File: config.mk
export PLATFORM = sky130hd
export DESIGN_NAME = aif_div_cell
export DESIGN_NICKNAME = d
export VERILOG_FILES = /design/src/hw/rtl/aif_pkg.sv /design/src/hw/rtl/aif_div_cell.sv
export SDC_FILE = /design/constraint.sdc
export NUM_CORES = 2
export LEC_CHECK = 0
export ABC_CLOCK_PERIOD_IN_PS = 800
export BUFFER_PORTS_ARGS = -buffer_cell sky130_fd_sc_hd__buf_2
export CORE_AREA = 2 2 676 678
export CTS_CLUSTER_SIZE = 16
export DETAILED_ROUTE_END_ITERATION = 7
export DIE_AREA = 0 0 678 680
export PLACE_DENSITY = 0.3
export RECOVER_POWER = 50
export SYNTH_ARGS = -nofsm -noshare
export SYNTH_HDL_FRONTEND = slang
export SYNTH_SLANG_ARGS = --single-unit
export TNS_END_PERCENT = 1
File: constraint.sdc
create_clock -name clk_i -period 0.8 [get_ports clk_i]
set_clock_uncertainty 0.2 [all_clocks]
set_input_delay 0.2 -clock clk_i [delete_from_list [all_inputs] [get_ports clk_i]]
set_output_delay 0.2 -clock clk_i [all_outputs]
set_load 0.03 [all_outputs]
File: src/hw/rtl/aif_pkg.sv
// Shared types and constants for the affine inverse datapath.
package aif_pkg;

  localparam int unsigned ONE_SHIFT_DEF = 16;
  localparam int unsigned LANES = 6;
  localparam int unsigned COEF_W = 32;
  localparam int unsigned DIV_W = 64;
  // Quotient bits kept per lane; the top bit only flags overflow.
  localparam int unsigned Q_W = 34;
  localparam int unsigned REM_W = DIV_W + Q_W;
  localparam logic [COEF_W-1:0] DET_MIN_RST = 32'd4295;

  typedef struct packed {
    logic                               valid;
    logic                               sing;
    logic [LANES-1:0]                   neg;
    logic [DIV_W-1:0]                   dmag;
    logic [LANES-1:0][REM_W-1:0]        rem;
    logic [LANES-1:0][Q_W-1:0]          quo;
  } aif_flow_t;

endpackage

File: src/hw/rtl/aif_div_cell.sv
// One restoring-division cell: decides one quotient bit for all six lanes.
module aif_div_cell #(
  parameter int unsigned SHIFT = 0
) (
  input  logic               clk_i,
  input  logic               rst_ni,
  input  aif_pkg::aif_flow_t flow_i,
  output aif_pkg::aif_flow_t flow_o
);
  import aif_pkg::*;

  aif_flow_t        flow_d, flow_q;
  logic [REM_W:0]   dsh;
  logic [REM_W:0]   diff [LANES];

  always_comb begin
    flow_d = flow_i;
    dsh = {{(REM_W+1-DIV_W){1'b0}}, flow_i.dmag} << SHIFT;
    for (int l = 0; l < LANES; l++) begin
      diff[l] = {1'b0, flow_i.rem[l]} - dsh;
      if (!diff[l][REM_W]) begin
        flow_d.rem[l] = diff[l][REM_W-1:0];
        flow_d.quo[l][SHIFT] = 1'b1;
      end
    end
  end

  always_ff @(posedge clk_i or negedge rst_ni) begin
    if (!rst_ni) begin
      flow_q <= '0;
    end else begin
      flow_q <= flow_d;
    end
  end

  assign flow_o = flow_q;

endmodule

# Yosys cells after proc, flatten, opt, wreduce, memory -nomap -nowiden
# Cells that the tools add are included.
# totals
regBits	864
out_inout_bits	864
input_bits	866
# classes
mux	12
n_addsub	6
# op_table
cell	n
98-bit by 64-bit subtractor with 99-bit output	6
98-bit two-way mux	6
1-bit two-way mux	6

# Longest topological paths before layout
# depth
depth_word	2
ltp_mapped	16
mapped_depth_nobuf	13

# Worst setup path after synthesis
# Ideal clock, no wire load.
# synth_timing
path_type	input to register
start	input flow_i[806] in the netlist's numbering
end	register flow_q (netlist bit flow_o[393])
arrival_ns	3.193
cell_stages	13
n_path_buf	1
path_slack_ns	-2.731
t_required_ns	0.462
cell_sequence	inv_1 -> ha_1 -> clkbuf_1 -> nand2_1 -> o21ai_0 -> a211oi_1 -> o21ai_0 -> a211oi_1 -> o41ai_1 -> a211oi_1 -> o311ai_0 -> nor4_1 -> xor2_1
# synth_lines
element	line	source
from (decl)	aif_div_cell.sv:7	input aif_pkg::aif_flow_t flow_i,
to (signal assigned)	aif_div_cell.sv:32	flow_q <= flow_d;
to (decl)	aif_div_cell.sv:12	aif_flow_t flow_d, flow_q;

==> results.json <==
{
  "cp.arrival_ns": 3.66,
  "routed_wl_mm": 517,
  "synth_nets": 7632,
  "cap_viol_max_count": 0,
  "period_minus_slack_ns": 3.11,
  "yosysUniqueCellTypes": 90,
  "ys_seq_elements": 864,
  "report.final.hold_viol_count": 480,
  "avgViaCountPerCell": 4.02,
  "chipWidth_um": 678,
  "initial_core_util": 0.122,
  "synth_mux_area_frac": 0.00406,
  "grt_max_degree": 66,
  "final_area_mm2": 0.116,
  "synthCells": 6376,
  "drtAntennaViolNets": 0,
  "cts_tree": "done",
  "tns_ns": -2362.92,
  "grt.total_usage": 0.215,
  "clockRootBuffer": "clkbuf_16",
  "die-area_mm2": 0.461,
  "synth_top_family_by_area": "compound AO/OA/AOI/OAI gates",
  "synth_warnings": 0,
  "grt_use_met1": 0.234,
  "grt_remaining_overflow": 0,
  "slew_headroom": 0.319,
  "synth-compound-area-share": 0.212,
  "cts.sinks": 864,
  "layout_commonest_cell": "buf_4",
  "drive_gt1_frac": 0.478,
  "synth-main-ff-cell": "dfrtp_1",
  "drtIter0Drc": 3878,
  "grt_pass1_vias": 76400,
  "firstDrtPassIters": 5,
  "synth_xor_area_frac": 0.0871,
  "power_frac_seq": 0.260,
  "largest_reg_flops": 864,
  "violations": "hold timing, setup timing",
  "fillers": 49600,
  "internal-power_w": 0.124,
  "combPwrFrac": 0.424,
  "rsz0062_at_grt": "yes",
  "grt_pass1_wl_mm": 678,
  "dp_hpwl_mm": 449,
  "fin_cells": 18000,
  "ios": 1730,
  "fmax_mhz": 321,
  "whs_path_depth": 1,
  "powerDensity_mw_per_mm2": 1770,
  "final_cell_mix": "buf_4, buf_2, dfrtp_1, dlygate4sd3_1, a21oi_1",
  "synthAdderAreaFrac": 0.0888,
  "met2_usage": 0.400,
  "min-delay-path-class": "input port to flop",
  "status": "finished with violations",
  "critPathKind": "input port to flop",
  "numPlacedInstances": 16700,
  "seq_area_mm2": 0.0216,
  "post-route-period-util": 3.89,
  "syn_avg_cell_area_um2": 8.70,
  "wl_per_cell_um": 28.7,
  "yosysSeqAreaShare": 0.390,
  "grt_antenna_before_repair": 182,
  "ir_drop_mv": 1.43,
  "multi_input_area_mm2": 0.0364,
  "grtUsageMet3": 0.0378,
  "top_usage_layer": "met2",
  "cts_buffer_depth": 4,
  "route.detailed.drc": 0,
  "vias": 72300,
  "gp_congestion": 0.958,
  "place_area_mm2": 0.0971,
  "coreArea_mm2": 0.454,
  "hold-path-endpoint": "flow_o[794]",
  "worst-slew-pin-transition_ns": 1.01,
  "clk_pin_slew_ns": 0.06,
  "total_leakage_power_nw": 53.2,
  "port_buffers": 1729,
  "cp-end-kind": "flop",
  "critPathLaunchType": "input port",
  "p_sw_w": 0.0808,
  "setup_ws_ns": -2.31,
  "synthArstFlopShare": 1.00,
  "cts_inserted_buffers": 137,
  "dieHeight_um": 680,
  "h-tree-depth": 4,
  "synth_edf_count": 0,
  "yosys.area_share.simple": 0.185,
  "syn-cell-area_mm2": 0.0555,
  "clock_power_share": 0.316,
  "sw_frac_of_total": 0.394,
  "finalSetupViolCount": 2402,
  "cp_max_fo": 7,
  "holdWs_ns": -0.746,
  "drv_slew": 0,
  "worstHoldStart": "flow_i[794]",
  "total_power_w": 0.205,
  "syn_to_final_growth_pct": 109,
  "required_ns": 1.35,
  "nNetsFinal": 13100,
  "placementRows": 248
}
==> logic make-up after synthesis <==
kind of cell / after synthesis
xor+xnor: 552
mux: 17
buf+inv: 471
compound gates: 1936
fa+ha+maj: 390
simple gates: 2146
flops: 864
==> per-stage QoR <==
stage               setup slack [ns]  utilization  hold slack [ns]
finish                         -2.31        0.255           -0.746
global route                   -2.33        0.254           -0.808
CTS                            -2.23        0.247           -0.859
detailed placement             -3.99        0.214            0.109
global placement               -4.12        0.214            0.108
floorplan                      -2.70            -           -0.296
==> how the worst max path moves through the flow <==
stage,from,endpoint,slack [ns],depth (start not counted)
detailed placement,flow_i[792],flow_o[290],-3.99,15
CTS,flow_i[800],flow_o[293],-2.23,18
floorplan,flow_i[584],flow_o[502],-2.70,11
finish,flow_i[584],flow_o[524],-2.31,12
global placement,flow_i[792],flow_o[250],-4.12,16
global route,flow_i[629],flow_o[668],-2.33,15
==> cell usage after synthesis, types with 15 or more instances <==
master     instances  area, um^2
dfrtp_1          864       21600
nand3_1          102         510
a21oi_1          800        4000
a31oi_1           53         332
nand4_1          173        1080
or2_2             30         188
nor2b_1           45         282
and2_1            21         131
o21a_1            48         360
o211ai_1          39         293
a211oi_1          35         263
and3_1            28         175
ha_1             384        4800
xor2_1           239        2090
nor3_1           174         871
o31a_1            16         140
nor2_1           644        2420
nor4_1            82         513
inv_1            207         777
a21boi_0          28         210
or4_1             30         225
a221oi_1          17         149
o21ai_0          392        1960
o2111ai_1         18         158
clkbuf_1         231         867
a2111oi_0         19         166
o31ai_1           42         315
or3_1             72         450
a21o_1           185        1390
nand2b_1          67         419
nand2_1          590        2210
xnor2_1          313        2740
nor4b_1           15         131
nand4b_1          15         131
o21bai_1         114         856
==> worst max-delay path, stage by stage <==
cell       delay (ns)
buf_6            0.10
or4_4            0.55
nor4b_4          0.32
nand2_1          0.10
or3_4            0.42
or3_4            0.40
or3_4            0.36
or3_4            0.47
buf_12           0.16
clkbuf_16        0.16
buf_12           0.13
mux2_4           0.28
==> area by class of cell <==
cell class              count  share of cell area
flip-flops and latches    864               0.187
repair buffers           5551               0.385
well taps                6000              0.0649
multi-input cells        5041               0.314
inverters                 207             0.00746
clock inverters            65             0.00704
diodes                     80             0.00173
clock buffers             177              0.0332
==> layer usage <==
layer | wire length [um] | vias to the layer above
met3 | 25500 | 736
met5 | 473 | -
met4 | 31500 | 74
li1 | - | 34000
met1 | 194000 | 35300
met2 | 266000 | 2235
==> power groups by stage <==
stage / clock network (W) / registers (W) / logic [W]
final: 0.0649 / 0.0532 / 0.0870
after global placement: 0 / 0.0541 / 0.0814
after CTS: 0.0674 / 0.0533 / 0.0863
after detailed placement: 0 / 0.0539 / 0.0811
after global routing: 0.0689 / 0.0536 / 0.0917
after floorplan: 0 / 0.0633 / 0.0199
==> what timing repair did <==
action | 4_1_cts | 5_1_grt
setup buffers | 60 | 44
cloned | 8 | 3
hold buffers | 771 | 66
resized for setup | 523 | 499
hold endpoints to repair | 1728 | 1311
pin swaps | 129 | 149
setup endpoints to repair | 1458 | 1655
Note: power is estimated with default switching activity, not from simulation.
