`config.mk`:
```
export PLATFORM = sky130hd
export DESIGN_NAME = aif_round
export DESIGN_NICKNAME = d
export VERILOG_FILES = /design/src/hw/rtl/aif_pkg.sv /design/src/hw/rtl/aif_round.sv
export SDC_FILE = /design/constraint.sdc
export NUM_CORES = 1
export LEC_CHECK = 0
export BUFFER_PORTS_ARGS = -buffer_cell sky130_fd_sc_hd__buf_2
export CAP_MARGIN = 30
export CORE_AREA = 4 4 407 409
export DETAILED_ROUTE_END_ITERATION = 10
export DIE_AREA = 0 0 411 413
export GPL_ROUTABILITY_DRIVEN = 1
export SYNTH_ARGS = -nofsm -noshare
export SYNTH_HDL_FRONTEND = slang
export SYNTH_SLANG_ARGS = --single-unit
```
`constraint.sdc`:
```
create_clock -name clk_i -period 0.8 [get_ports clk_i]
set_input_delay 0 -clock clk_i [delete_from_list [all_inputs] [get_ports clk_i]]
set_output_delay 0 -clock clk_i [all_outputs]
set_load 0.005 [all_outputs]
```
`src/hw/rtl/aif_pkg.sv`:
```
// Shared types and constants for the affine inverse datapath.
package aif_pkg;

  localparam int unsigned ONE_SHIFT_DEF = 16;
  localparam int unsigned LANES = 6;
  localparam int unsigned COEF_W = 32;
  localparam int unsigned DIV_W = 64;
  // Quotient bits kept per lane; the top bit only flags overflow.
  localparam int unsigned Q_W = 34;
  localparam int unsigned REM_W = DIV_W + Q_W;
  localparam logic [COEF_W-1:0] DET_MIN_RST = 32'd4295;

  typedef struct packed {
    logic                               valid;
    logic                               sing;
    logic [LANES-1:0]                   neg;
    logic [DIV_W-1:0]                   dmag;
    logic [LANES-1:0][REM_W-1:0]        rem;
    logic [LANES-1:0][Q_W-1:0]          quo;
  } aif_flow_t;

endpackage

```
`src/hw/rtl/aif_round.sv`:
```
// Rounding, saturation and singular masking of the six quotients.
module aif_round (
  input  logic                                  clk_i,
  input  logic                                  rst_ni,
  input  aif_pkg::aif_flow_t                    flow_i,
  output logic                                  valid_o,
  output logic                                  singular_o,
  output logic [aif_pkg::LANES-1:0][aif_pkg::COEF_W-1:0] res_o
);
  import aif_pkg::*;

  localparam logic [Q_W:0] POS_MAX = (Q_W+1)'(32'h7FFF_FFFF);
  localparam logic [Q_W:0] NEG_MAX = (Q_W+1)'(32'h8000_0000);

  logic                              vld_q, sing_q;
  logic [LANES-1:0][COEF_W-1:0]      res_d, res_q;
  logic [Q_W:0]                      qr [LANES];
  logic                              up [LANES];

  always_comb begin
    for (int l = 0; l < LANES; l++) begin
      // Half away from zero: round up when twice the remainder reaches the divisor.
      up[l] = {flow_i.rem[l][DIV_W-1:0], 1'b0} >= {1'b0, flow_i.dmag};
      qr[l] = {1'b0, flow_i.quo[l]} + {{Q_W{1'b0}}, up[l]};
      if (flow_i.sing) begin
        res_d[l] = '0;
      end else if (flow_i.neg[l]) begin
        res_d[l] = (qr[l] > NEG_MAX) ? NEG_MAX[COEF_W-1:0] : -qr[l][COEF_W-1:0];
      end else begin
        res_d[l] = (qr[l] > POS_MAX) ? POS_MAX[COEF_W-1:0] : qr[l][COEF_W-1:0];
      end
    end
  end

  always_ff @(posedge clk_i or negedge rst_ni) begin
    if (!rst_ni) begin
      vld_q <= 1'b0;
    end else begin
      vld_q <= flow_i.valid;
    end
  end

  always_ff @(posedge clk_i) begin
    sing_q <= flow_i.sing;
    res_q  <= res_d;
  end

  assign valid_o    = vld_q;
  assign singular_o = sing_q;
  assign res_o      = res_q;

endmodule

```
# Yosys cells after proc, flatten, opt, wreduce, memory -nomap -nowiden
# Index checks and enable logic that the tools add are counted.
# totals
input_bits	866
register_bits	194
out_inout_bits	194
wordCells	56
# op_classes
magnitude_cmp	18
mux	18
add_sub_neg	12
# op_table
cell	n
$mux 32	18
$ge 65x64->1	6
$add 34x1->35	6
$gt 35x31->1 const B	6
$gt 35x32->1 const B	6
$neg 32->32	6

# Longest topological paths before layout
# depth
depth_word	5
mapped_depth	26
depth_no_buf	24

# Least setup slack after synthesis
# OpenSTA, ideal clock, no wires.
# synth_path
kind	input to register
from	input flow_i[794] (netlist name)
to	register res_q, in the netlist res_o[176]
path_slack_ns	-4.615
path_buffers	0
t_arrival_ns	5.336
stages	24
path_cell_list	inv_1 ha_1 a21o_1 a21o_1 a211o_1 a21o_1 a21oi_1 o21ai_0 a2111oi_0 a21boi_0 o21ai_0 ha_1 ha_1 inv_1 ha_1 or4b_2 o31ai_1 o21a_1 o2111a_1 o2111ai_1 o31ai_2 nand3_1 or3_1 o211ai_1
# synth_between
elab_chain_cells	5
elab_cells_between_ends	8
# synth_rtl
element	line_no	source
start: declaration	aif_round.sv:5	input aif_pkg::aif_flow_t flow_i,
$ge 65x64->1 (*)	aif_round.sv:23	up[l] = {flow_i.rem[l][DIV_W-1:0], 1'b0} >= {1'b0, flow_i.dmag};
$add 34x1->35 (*)	aif_round.sv:24	qr[l] = {1'b0, flow_i.quo[l]} + {{Q_W{1'b0}}, up[l]};
$neg 32->32, or another cell as far along	aif_round.sv:28	res_d[l] = (qr[l] > NEG_MAX) ? NEG_MAX[COEF_W-1:0] : -qr[l][COEF_W-1:0];
$mux 32, on equally long branches	aif_round.sv:28, aif_round.sv:30	
$mux 32 (*)	aif_round.sv:27	end else if (flow_i.neg[l]) begin
end signal: assignment	aif_round.sv:45	res_q <= res_d;
end: declaration	aif_round.sv:16	logic [LANES-1:0][COEF_W-1:0] res_d, res_q;
# Mark *: on every way between the ends. The rest lies on a longest branch, timed or not.
# A chain may end at the register's enable or synchronous reset.

# Worst setup path in the final report
# layout_path
from	input flow_i[802] (netlist name)
to	register res_q, in the netlist res_o[33]
# Same word-level chain as after synthesis.

==> metrics.cfg <==
[clock_tree]
ctsRootBufferMaster=clkbuf_16
holdBufCountCts=18
cts_buffers=17
cts.reportedPaths.clkPinSlew_ps=90
clk_path_buf_depth=2
cts_tree=yes
clkSinkCount=194
cts_htree_levels=4

[hold_path]
hold_path.startpoint=flow_i[136]
whs_endpoint=res_o[129]
whs_path_depth=5
hold_path_class=in2reg

[cells_and_area]
drive_above_1_share=0.533
nets=6697
register_area_mm2=0.00413
final_cell_mix=buf_4, buf_2, ha_1, buf_6, nand2_1
final_common_cell=buf_4
fin_area_mm2=0.0485
utilization=0.299
multi_input_area_mm2=0.0243
area_growth_syn_to_layout_pct=88.9
n_fill_cell=17213

[detailed_routing]
met2_length_um=88100
wl_um=187000
drtIter0Drc=2212
post-route-drc-count=0
post_drt_wl_per_cell_um=24.3
m1WireLength_um=76300
top_layer=met5
vias=35841
antenna_left=0
first_pass_iters=7
vias_per_cell=4.66
dr_wl_met3_um=14100

[global_routing]
grt_pass1_wl_um=254000
grt_max_degree=25
track_usage=0.208
grt_remaining_overflow=0
grt_pass1_vias=35056
antenna_found_initial=140

[pwr]
powerDensity_mw_per_mm2=865
ir_worst_vdd_uv=1400
leakagePower_uw=0.0221

[timing]
post-route-period-util=6.35
setup_viol=386
setup-tns-final_ps=-805260
max_slew_margin=0.450
report.final.slew_viol_count=0
period_needed_ps=5080
hold_ws_ps=-22.2
worst_slew_pin_slew_ps=822
hold_violations=2
fmaxAchievable_mhz=197
rsz0062_at_grt=true
setup_slack_ps=-4280

[logic_synthesis]
synth_cell_types=89
ys_seq_area_frac=0.152
synthTopCellsByArea=ha_1, dfxtp_1, xnor2_1
ys_seq_elements=194
synth_edf_count=0
syn_avg_cell_area_um2=7.64
synthArstFlopShare=0.00515
syn_nets=4625
synth_top_area_share=0.196
postSynthCellCount=3357
netlist_area_mm2=0.0257
synth.yosys.warnings=0
synth-main-ff-cell=dfxtp_1
synth_top_area_cell=ha_1

[worst_setup_path]
crit_path_max_fanout=5
cp-end-kind=flip-flop
crit_type=in2reg
cp_slowest_cell=a221oi_4
start_kind=input pin
critical_path_arrival_ps=5510
critPathBufInv=7
cp_top_family=compound AO/OA/AOI/OAI gates
required_ps=1230
crit_top_cell=ha_4
slowest_delay_ps=570

[die]
die_area_mm2=0.170
die_h_um=413
fp.coreArea_mm2=0.162
die_w_um=411
rows=148
start_util=0.158
num_io_pins=1060

[status]
status=complete, but fails checks
violations=hold timing, setup timing

[place]
dp_hpwl_um=163000
numPortBuffers=855
gp_congestion=0.979
dp_slack_ps=-5680
placed_area_mm2=0.0421

[flow_run]
cap_viol_max_count=0

[per-stage QoR]
step	cells	power (uW)
floorplan	3357	18300
global placement	7430	29200
detailed placement	7432	29400
CTS	7567	41000
global route	7652	44400
finish	7689	41900
[Yosys cell counts, types with 26 or more instances]
master and n:
ha_1 402, nand2_1 239, a21oi_1 210, nor2_1 194
dfxtp_1 193, nand4_1 183, nand3_1 172, o21ai_0 167
a21o_1 165, xnor2_1 156, nor3_1 120, clkbuf_1 110
inv_1 109, xor2_1 105, nor4_1 70, and3_1 50
o211ai_1 50, nor2b_1 48, mux2i_1 38, and4_1 33
nand2b_1 31, o21a_1 29, and2_1 27, or3_1 27
o31ai_1 26, or4_1 26
[metal layers]
metal	track usage	up-vias
li1	-	17017
met4	0.0826	84
met5	0	-
met1	0.247	16974
met3	0.0595	371
met2	0.352	1395
[area by class of cell]
class | instances | share of cell area
tap | 2175 | 0.0561
clock inverter | 15 | 0.00472
multi-input combinational | 2916 | 0.502
antenna | 72 | 0.00372
timing repair buffer | 2190 | 0.330
sequential | 194 | 0.0853
inverter | 110 | 0.00950
clock buffer | 17 | 0.00878
[how the worst max path moves through the flow]
stage,start,endpoint,slack [ps],depth (start not counted)
after global placement,flow_i[793],res_o[14],-5770,28
after floorplan,flow_i[794],res_o[176],-3980,24
after detailed placement,flow_i[793],res_o[29],-5680,27
final,flow_i[802],res_o[33],-4280,28
after CTS,flow_i[802],res_o[62],-4200,27
after global routing,flow_i[802],res_o[33],-4450,28
[sequential cells by signal, summed over array words and instances (netlist names)]
signal / cells
valid_o: 1
res_o: 192
singular_o: 1
[cells by family (layout without fill, tap and decap cells)]
family | after synthesis | after routing | synth area share
simple gates | 1331 | 1334 | 0.281
compound gates | 868 | 870 | 0.224
fa+ha+maj | 402 | 402 | 0.196
xor+xnor | 261 | 261 | 0.0891
buf+inv | 252 | 2332 | 0.0382
flops | 194 | 194 | 0.152
mux | 49 | 49 | 0.0197
other cells | 0 | 72 | 0
[power by group]
group          total [uW]  leakage (uW)  internal [uW]  switching, uW
Combinational       21000        0.0201          10300          10700
Sequential          10900       0.00167          10400            507
Clock                9950      0.000316           4450           5500
[repair_timing]
item | CTS | global route
gates cloned | 7 | 5
endpoints found under the hold margin | 33 | 2
endpoints found under the setup margin | 386 | 386
setup buffers | 98 | 62
gates resized for setup | 465 | 545
pin swaps | 176 | 165
Note: power is estimated with default switching activity, not from simulation.
